**config.mk**
```make
export PLATFORM = sky130hd
export DESIGN_NAME = rv32s_regfile
export DESIGN_NICKNAME = d
export VERILOG_FILES = /design/src/sv/rv32s_pkg.sv /design/src/sv/rv32s_regfile.sv
export SDC_FILE = /design/constraint.sdc
export NUM_CORES = 1
export LEC_CHECK = 0
export ABC_AREA = 0
export BUFFER_PORTS_ARGS = -buffer_cell sky130_fd_sc_hd__buf_2
export CAP_MARGIN = 20
export CORE_MARGIN = 5
export CORE_UTILIZATION = 60
export DETAILED_ROUTE_END_ITERATION = 10
export PLACE_DENSITY_LB_ADDON = 0.05
export SKIP_CTS_REPAIR_TIMING = 1
export SLEW_MARGIN = 20
export SYNTH_ARGS = -nofsm -noshare
export SYNTH_HDL_FRONTEND = slang
export SYNTH_SLANG_ARGS = --single-unit
```
**constraint.sdc**
```tcl
create_clock -name clock -period 3.6 [get_ports clock]
set_input_delay 0.18 -clock clock [delete_from_list [all_inputs] [get_ports clock]]
set_output_delay 0.18 -clock clock [all_outputs]
set_load 0.02 [all_outputs]
```
**src/sv/rv32s_pkg.sv**
```systemverilog
`timescale 1ns / 1ps

package rv32s_pkg;

   localparam int unsigned XLEN         = 32;
   localparam int unsigned REG_COUNT    = 32;
   localparam int unsigned REG_AW       = $clog2(REG_COUNT);
   localparam int unsigned STORE_WORDS  = 1024;
   localparam int unsigned STORE_AW     = $clog2(STORE_WORDS);
   localparam int unsigned STORE_ADDR_W = 10;
   localparam int unsigned OUTQ_DEPTH   = 4;
   localparam int unsigned OUTQ_AW      = $clog2(OUTQ_DEPTH);
   localparam int unsigned RSP_DATA_W   = 152;

   // major opcodes
   localparam logic [6:0] OPC_STORE  = 7'b0100011;
   localparam logic [6:0] OPC_BRANCH = 7'b1100011;
   localparam logic [6:0] OPC_REG    = 7'b0110011;
   localparam logic [6:0] OPC_IMM    = 7'b0010011;
   localparam logic [6:0] OPC_LOAD   = 7'b0000011;
   localparam logic [6:0] OPC_JAL    = 7'b1101111;

   localparam logic [6:0] F7_BASE = 7'b0000000;
   localparam logic [6:0] F7_ALT  = 7'b0100000;
   localparam logic [6:0] F7_MULD = 7'b0000001;

   localparam logic [2:0] F3_ADD = 3'b000;
   localparam logic [2:0] F3_OR  = 3'b110;
   localparam logic [2:0] F3_AND = 3'b111;

   typedef logic [XLEN-1:0]         word_type;
   typedef logic [REG_AW-1:0]       reg_idx_type;
   typedef logic [STORE_AW-1:0]     ws_idx_type;
   typedef logic [STORE_ADDR_W-1:0] store_addr_type;
   typedef logic [OUTQ_AW:0]        outq_count_type;
   typedef logic [OUTQ_AW+1:0]      outq_load_type;

   localparam outq_load_type OUTQ_LIMIT = outq_load_type'(OUTQ_DEPTH);

   typedef struct packed {
      word_type       instr_pc;
      word_type       next_pc;
      logic           rd_write;
      reg_idx_type    rd_index;
      word_type       rd_value;
      logic           store_write;
      store_addr_type store_addr;
      word_type       store_data;
      logic           unknown_op;
   } rsp_type;

   typedef struct packed {
      logic        en;
      reg_idx_type idx;
      word_type    data;
   } rf_wr_type;

endpackage

```
**src/sv/rv32s_regfile.sv**
```systemverilog
`timescale 1ns / 1ps

module rv32s_regfile (
   input  logic                   clock,
   input  logic                   reset,
   input  rv32s_pkg::reg_idx_type rs1_idx,
   input  rv32s_pkg::reg_idx_type rs2_idx,
   input  rv32s_pkg::rf_wr_type   wr,
   output rv32s_pkg::word_type    rs1_data,
   output rv32s_pkg::word_type    rs2_data
);

   rv32s_pkg::word_type rf_mem [rv32s_pkg::REG_COUNT];

   logic [rv32s_pkg::REG_COUNT-1:0] valid_ff;
   rv32s_pkg::word_type             rs1_raw_ff;
   rv32s_pkg::word_type             rs2_raw_ff;
   logic                            rs1_ok_ff;
   logic                            rs2_ok_ff;

   always_ff @(posedge clock) begin
      if (wr.en) begin
         rf_mem[wr.idx] <= wr.data;
      end
      rs1_raw_ff <= rf_mem[rs1_idx];
      rs2_raw_ff <= rf_mem[rs2_idx];
   end

   // entries never written read as zero, x0 included
   always_ff @(posedge clock) begin
      if (reset) begin
         valid_ff  <= '0;
         rs1_ok_ff <= 1'b0;
         rs2_ok_ff <= 1'b0;
      end else begin
         if (wr.en) begin
            valid_ff[wr.idx] <= 1'b1;
         end
         rs1_ok_ff <= valid_ff[rs1_idx];
         rs2_ok_ff <= valid_ff[rs2_idx];
      end
   end

   assign rs1_data = rs1_ok_ff ? rs1_raw_ff : '0;
   assign rs2_data = rs2_ok_ff ? rs2_raw_ff : '0;

   a_no_x0_write: assert property (@(posedge clock) disable iff (reset)
      wr.en |-> wr.idx != '0)
      else $error("write to x0 reached the register file");

   a_x0_reads_zero: assert property (@(posedge clock) disable iff (reset)
      rs1_idx == '0 |=> rs1_data == '0)
      else $error("x0 read returned nonzero");

endmodule

```
Word level (Yosys, flattened, before mapping)
Memory sizes are Yosys's and may differ from the RTL's. A register that Yosys moved wholly into a read port is not among the register bits. Cells that the tools add are included.

Register bits after elaboration: 34. RAM bits: 1024. Output and inout port bits: 64. Memories: 1.

$lt $le $gt $ge: 4. Muxes and demuxes: 10. Bitwise logic cells: 1. Reductions and logical operators: 1.

Memory list: rf_mem (words 32, width 32, read ports 2, clocked after Yosys merged registers in 2, write ports 1, RTL line rv32s_regfile.sv:13) `rv32s_pkg::word_type rf_mem [rv32s_pkg::REG_COUNT];`.

Operator list (number): 2-to-1 mux 32 bit (2); bitwise OR 32 bit (1); less-than comparator 5 x 6 -> 1 bit (second input constant) (3); binary-select mux 1 bit (select 5 bit) (2); demux 1 bit (select 5 bit) (1); >= comparator 5 x 1 -> 1 bit (second input constant) (1); 2-to-1 mux 1 bit (5); logical AND 1 bit (1).

Logic depth before layout (Yosys ltp)
Gate-level depths: netlist of the first run.

Depth in word-level cells: 5. Gate-level depth with buffers: 7. Depth with buffers taken out: 4.

Least setup slack after synthesis of the first run
OpenSTA, ideal clock, no wires.

Path type: in2reg. Start: input wr[32] (netlist bit). End: memory rf_mem[12][0] (netlist bit) (enable). Setup time: 0.423 ns. Data arrival time: 2.223 ns. Required time: 3.177 ns. Path slack: 0.954 ns. Cell stages on the path: 3. Cells stage by stage: or3b_2 > clkbuf_1 > nor2_1.

RTL lines: start, declared (RTL line rv32s_regfile.sv:8) `input rv32s_pkg::rf_wr_type wr,`; end, declared (RTL line rv32s_regfile.sv:13).

Straight into the memory's write port.

Worst setup path in the final report of the first run
Start: register rs2_ok_ff. End: output rs2_data[9].

Cells in the longest elaborated chain, start to end: 1.

RTL lines: start, declared (RTL line rv32s_regfile.sv:19) `logic rs2_ok_ff;`; start signal, assigned (RTL line rv32s_regfile.sv:40) `rs2_ok_ff <= valid_ff[rs2_idx];`; 2-to-1 mux 32 bit (RTL line rv32s_regfile.sv:45) `assign rs2_data = rs2_ok_ff ? rs2_raw_ff : '0;`; end, declared (RTL line rv32s_regfile.sv:10) `output rv32s_pkg::word_type rs2_data`.

Every way passes these cells.

==> out/metrics.csv, run 1 <==
stage;metric;value;unit
cells_and_area;ff_latch_area;0.0327;sq mm
cells_and_area;syn2layout_area_growth;13.4;%
place;hpwlAfterDp;75900;um
power;switching_share;21.6;%
sta;slew_viol_final;0;
sta;fin_tns_setup;0;ps
run;max_cap_violations;0;
global_routing;globalRouteOverflowTotal;0;
cts;htreeDepth;3;
power;clockPowerShare;41.6;%
power;cellLeakagePower;18.0;nW
logic_synthesis;syn-num-nets;2266;
worst_setup_path;cp.required;3420;ps
power;p_int;0.0226;W
sta;final-setup-viol-count;0;
sta;setup_slack;1050;ps
worst_setup_path;worstSetupStartpointType;register;
die;initial_core_util;60.2;%
sta;timing.hold.ws;0.344;ps
die;num_io_pins;114;
logic_synthesis;ys_ff_latch;1122;
logic_synthesis;yosys_warnings;0;
sta;slew-limit-headroom;30.2;%
sta;post-route-min-period;2550;ps
cts;clock_latency;700;ps
cts;numClockSinks;1122;
logic_synthesis;async_reset_ff_share;0;%
worst_setup_path;worstPathArrival;2370;ps
place;dpl_worst_slack;921;ps
sta;max_freq;392;MHz
logic_synthesis;synth-edff-count;1024;
sta;worst_pin_slew;1050;ps
sta;hold_viol;0;
sta;fin_worst_skew;21.7;ps
global_routing;grt_pass1_vias;26900;
logic_synthesis;synth.area.top_cells;edfxtp_1 61%, mux4_2 29%, dfxtp_1 3.9%, mux2_2 1.5%, and2_1 0.80%;
place;port_buffers;113;
logic_synthesis;synth_cells;2216;
logic_synthesis;synth-seq-area-share;65.4;%
die;die_x;299;um
global_routing;track_usage;31.5;%
cts;cts_tree;yes;
power;comb_power_share;7.6;%
global_routing;antenna_found_initial;19;
cts;worst_setup_hold_path_clk_slew;60;ps
routing;vias;26300;
worst_setup_path;crit_path_end_kind;primary output;
die;rows;106;
global_routing;grt_max_degree;60;
worst_setup_path;path_class;reg -> out;
cells_and_area;final_nets;2441;
logic_synthesis;netlist.top_cell.by_area;edfxtp_1;
routing;drc_errors;0;
cells_and_area;drive_above_1_share;45.5;%
run_status;status;completed;
power;power_frac_seq;50.8;%
routing;drtIter0Drc;3372;
logic_synthesis;synth_flop_cell;edfxtp_1;
worst_setup_path;crit_fanout;18;
cts;cts_buffer_depth;3;
cts;cts_made_buffers;113;
logic_synthesis;synth_top_area_share;61.4;%
logic_synthesis;synth_most_common_cell;edfxtp_1;
sta;rsz0062_at_grt;false;
min_path;hold_path.class;in -> reg;
routing;ant_nets;0;
power;power.density;507;mW/mm^2
routing;drt_wl_total;139000;um
logic_synthesis;yosysUniqueCellTypes;26;
place;gp_congestion;0.795;
cts;root_buffer;clkbuf_16;
routing;wl_per_cell;38.7;um
power;peakVddDrop;0.432;mV
cells_and_area;multi_input_area;0.0168;sq mm
global_routing;grt_pass1_wl;198000;um
sta;period_share;70.8;%
routing;viasPerCell;7.34;
logic_synthesis;synth_area_per_cell;22.6;sq um
die;fp.dieH;299;um
logic_synthesis;netlist_area;0.0500;sq mm
routing;drtPass1Iterations;5;
cells_and_area;num-fill-cells;5156;
logic_synthesis;yosys-top-cells-count;1,024 x edfxtp_1, 652 x mux4_2, 98 x dfxtp_1, 98 x nor2_1, 70 x clkbuf_1;
die;fp.dieArea;0.0893;sq mm
power;switchingPower;0.00622;W
die;coreArea;0.0832;sq mm
-- registers in the layout (all words and copies together), names as in the netlist --
signal / flops
rs1_raw_ff: 32
rs1_ok_ff: 1
rs2_ok_ff: 1
rs2_raw_ff: 32
rf_mem: 1024
valid_ff: 32
-- routing by layer --
layer  GRT usage, %  part of all wire, %
met4           10.5                  3.4
met1           43.7                   37
met2           50.5                   49
met3           7.84                   10
met5              0                0.045
-- final timing paths --
kind	cells after the start	from	endpoint	slack [ps]
max	3	rs2_ok_ff	rs2_data[9]	1050
min	1	wr[2]	rf_mem[25][2]	0.3
max reg2reg	3	rf_mem[27][3]	rs2_raw_ff[3]	1720
min reg2reg	2	valid_ff[21]	valid_ff[21]	500
-- kinds of logic (layout without fill, tap and decap cells) --
| logic type | count (synthesis) | in the layout | share of synthesized area (%) |
|---|---|---|---|
| flops | 1122 | 1122 | 65.4 |
| mux | 728 | 728 | 31.0 |
| simple gates | 188 | 188 | 1.88 |
| buf+inv | 170 | 446 | 1.59 |
| compound gates | 8 | 8 | 0.140 |
| other cells | 0 | 11 | 0 |
-- cells in the final DEF, fill, tap and decap left out, types with 11 or more instances in the layout --
cell | Yosys | routed
and2_1 | 64 | 64
bufinv_16 | 0 | 15
clkbuf_16 | 0 | 115
edfxtp_1 | 1024 | 1024
dfxtp_1 | 98 | 96
buf_12 | 0 | 43
clkinv_1 | 0 | 23
clkbuf_1 | 70 | 26
dlygate4sd3_1 | 0 | 20
diode_2 | 0 | 11
nor2_4 | 0 | 32
buf_2 | 40 | 105
mux2_2 | 68 | 68
mux4_2 | 652 | 652
buf_4 | 19 | 55
nor2_1 | 98 | 66
clkinv_2 | 0 | 23
-- power groups by stage --
stage	registers, W	clock network (W)	logic, W
3_3_place_gp	0.0149	0	0.00215
2_1_floorplan	0.0148	0	0.00146
3_5_place_dp	0.0149	0	0.00217
4_1_cts	0.0146	0.0121	0.00218
6_report	0.0146	0.0120	0.00219
5_1_grt	0.0146	0.0127	0.00231
-- final cells by class --
cell class,count,share of cell area [%]
diodes,11,0.0485
clock buffers,146,5.36
clock inverters,70,1.33
inverters,1,0.00661
multi-input cells,924,29.6
flip-flops and latches,1122,57.6
well taps,1080,2.38
repair buffers,229,3.67
-- stage by stage --
stage          util (%)  cell area, sq um  power (W)  instances
2_1_floorplan         -             50000     0.0163       2216
4_1_cts            68.0             56500     0.0289       3552
3_3_place_gp       63.4             52700     0.0170       3336
5_1_grt            68.2             56700     0.0297       3577
3_5_place_dp       63.4             52700     0.0171       3336
6_report           68.3             56800     0.0288       3583
-- critical path, stage by stage (launching register included) --
cell,delay (ps)
dfxtp_2,900
buf_4,350
and2_1,230
buf_2,190
Note: power is estimated with default switching activity, not from simulation.
==> run 2, diff against run 1 <==
==> constraint.sdc (replaced) <==
create_clock -name clock -period 2.4 [get_ports clock]
set_input_delay 0.12 -clock clock [delete_from_list [all_inputs] [get_ports clock]]
set_output_delay 0.12 -clock clock [all_outputs]
set_load 0.02 [all_outputs]
==> run 2 against run 1 <==
Against the previous run:
- the run now ends with negative hold slack left
- routed wire length down 0.19%
- hold slack worse by 16 ps
- design area up 2.0%
- non-clock buffer count up 83
- total power up 51%
- register-to-register slack worse by 1200 ps
- critical path type unchanged
- sequential share of layout area down 1.1 points
==> out/metrics.csv, run 2 (synthesized netlist as in run 1, its figures left out) <==
stage;metric;value;unit;change
run_status;status;finished, violations left;;
run_status;violations;negative hold slack;;
sta;final-setup-viol-count;0;;unchanged
die;num_io_pins;114;;unchanged
cells_and_area;top_register;rf_mem;;
routing;ant_nets;0;;unchanged
place;hpwlAfterDp;77400;um;+2.0%
min_path;min_path_cells;3;;+2
global_routing;antenna_found_initial;14;;-5
cells_and_area;drive_above_1_share;47.2;%;+1.7 points
place;port_buffers;113;;unchanged
worst_setup_path;crit_fanout;23;;+5
power;power.density;749;mW/mm^2;+48%
cells_and_area;final_cell_mix;1,024 x edfxtp_1, 652 x mux4_2, 116 x clkbuf_16, 105 x buf_2, 96 x dfxtp_1;;
cells_and_area;layout_commonest_cell;edfxtp_1;;
routing;drt_wl_total;138000;um;-0.19%
power;peakVddDrop;0.695;mV;+61%
cells_and_area;syn2layout_area_growth;15.7;%;
die;die_x;299;um;unchanged
power;cellLeakagePower;18.6;nW;+2.9%
global_routing;track_usage;31.3;%;-0.25 points
cts;cts_buffer_depth;3;;unchanged
cts;root_buffer;clkbuf_16;;
sta;post-route-min-period;2290;ps;
cells_and_area;post-route-cell-area;0.0579;sq mm;+2.0%
worst_setup_path;reg2regPathDepth;3;;unchanged
run;max_cap_violations;0;;unchanged
cells_and_area;largest_reg_flops;1024;;unchanged
place;gp_congestion;0.787;;-0.97%
cells_and_area;ff_latch_area;0.0327;sq mm;unchanged
sta;fin_worst_skew;12.6;ps;-9.16 ps
sta;max_freq;436;MHz;
routing;wl_per_cell;37.8;um;-2.4%
routing;drc_errors;0;;unchanged
sta;hold_viol;1;;+1
worst_setup_path;worstPathArrival;2170;ps;-200 ps
cells_and_area;multi_input_area;0.0168;sq mm;unchanged
sta;timing.hold.ws;-15.8;ps;-16.1 ps
place;place_area;0.0537;sq mm;+1.9%
cts;worst_setup_hold_path_clk_slew;60;ps;about the same
global_routing;grt_pass1_wl;196000;um;-0.76%
cells_and_area;final_nets;2525;;+3.4%
cells_and_area;num-fill-cells;4988;;-3.3%
die;fp.dieArea;0.0893;sq mm;unchanged
global_routing;grt_max_degree;48;;-20%
cts;numClockSinks;1122;;unchanged
sta;fin_tns_setup;0;ps;unchanged
sta;slew_viol_final;0;;unchanged
global_routing;globalRouteOverflowTotal;0;;unchanged
sta;slew-limit-headroom;37.9;%;+7.7 points
cts;cts_tree;yes;;
routing;viasPerCell;7.28;;-0.77%
die;initial_core_util;60.2;%;unchanged
sta;rsz0062_at_grt;false;;
worst_setup_path;path_class;reg -> out;;
routing;drtIter0Drc;3246;;-3.7%
routing;drtPass1Iterations;7;;+2
cts;cts_made_buffers;114;;+0.88%
sta;worst_pin_slew;932;ps;-115 ps
routing;vias;26700;;+1.4%
sta;period_share;95.5;%;
die;coreArea;0.0832;sq mm;unchanged
min_path;hold_path.class;in -> reg;;
cts;clock_latency;690;ps;about the same
die;rows;106;;unchanged
worst_setup_path;cp.required;2280;ps;-1140 ps
cts;htreeDepth;3;;unchanged
worst_setup_path;crit_path_end_kind;primary output;;
worst_setup_path;worstSetupStartpointType;register;;
die;fp.dieH;299;um;unchanged
global_routing;grt_pass1_vias;27100;;+0.93%
## run 2: changes by cell type in the layout (fill, tap and decap cells not counted), sizes merged
| cell | previous run | this run |
|---|---|---|
| diode | 11 | 6 |
| dlygate4sd3 | 20 | 33 |
| inv | 4 | 3 |
| buf | 209 | 279 |
| clkinvlp | 3 | 14 |
| bufinv | 15 | 11 |
| clkbuf | 146 | 156 |
| clkinv | 49 | 35 |
## run 2: through the flow
stage          instances  utilization [%]  hold slack, ps  total power (W)  worst slack, ps
2_1_floorplan       2216                -             219           0.0244             -186
3_3_place_gp        3406             64.6             465           0.0257              213
3_5_place_dp        3406             64.6             480           0.0258              217
4_1_cts             3624             69.2            -118           0.0435              159
5_1_grt             3659             69.6            2.43           0.0447             56.8
6_report            3663             69.6           -15.8           0.0433              107
## run 2: worst max-delay path, cell delays in order (launching register included)
cell	delay (ps)
dfxtp_2	860
and2_1	400
buf_2	230
## run 2: power breakdown
group / internal, W / switching, W / leakage [nW]
registers: 0.0217 / 0.000251 / 10.0
logic: 0.00176 / 0.00171 / 6.69
clock network: 0.0104 / 0.00753 / 1.83
total: 0.0339 / 0.00948 / 18.6
## run 2: worst paths after layout
kind / slack (ps) / to / start
worst min-delay path: -20 / rs1_ok_ff / rs1_idx[3]
worst min register to register: 500 / valid_ff[1] / valid_ff[1]
worst max register to register: 530 / rs1_raw_ff[27] / rf_mem[19][27]
worst max-delay path: 110 / rs1_data[22] / rs1_ok_ff
## run 2: final cells by class
class	instances	share of cell area [%]
antenna	6	0.0259
clock buffer	156	5.45
clock inverter	62	1.14
inverter	1	0.00648
multi-input combinational	924	29.0
sequential	1122	56.5
tap	1080	2.33
timing repair buffer	312	5.55
## run 2: per-layer routing
| layer | GRT usage (%) | routed length [um] | vias to the layer above |
|---|---|---|---|
| met5 | 0 | 41 | - |
| met4 | 10.1 | 4630 | 6 |
| met3 | 7.40 | 15000 | 276 |
| met2 | 49.6 | 67600 | 1707 |
| met1 | 44.2 | 51200 | 14400 |
| li1 | - | - | 10300 |
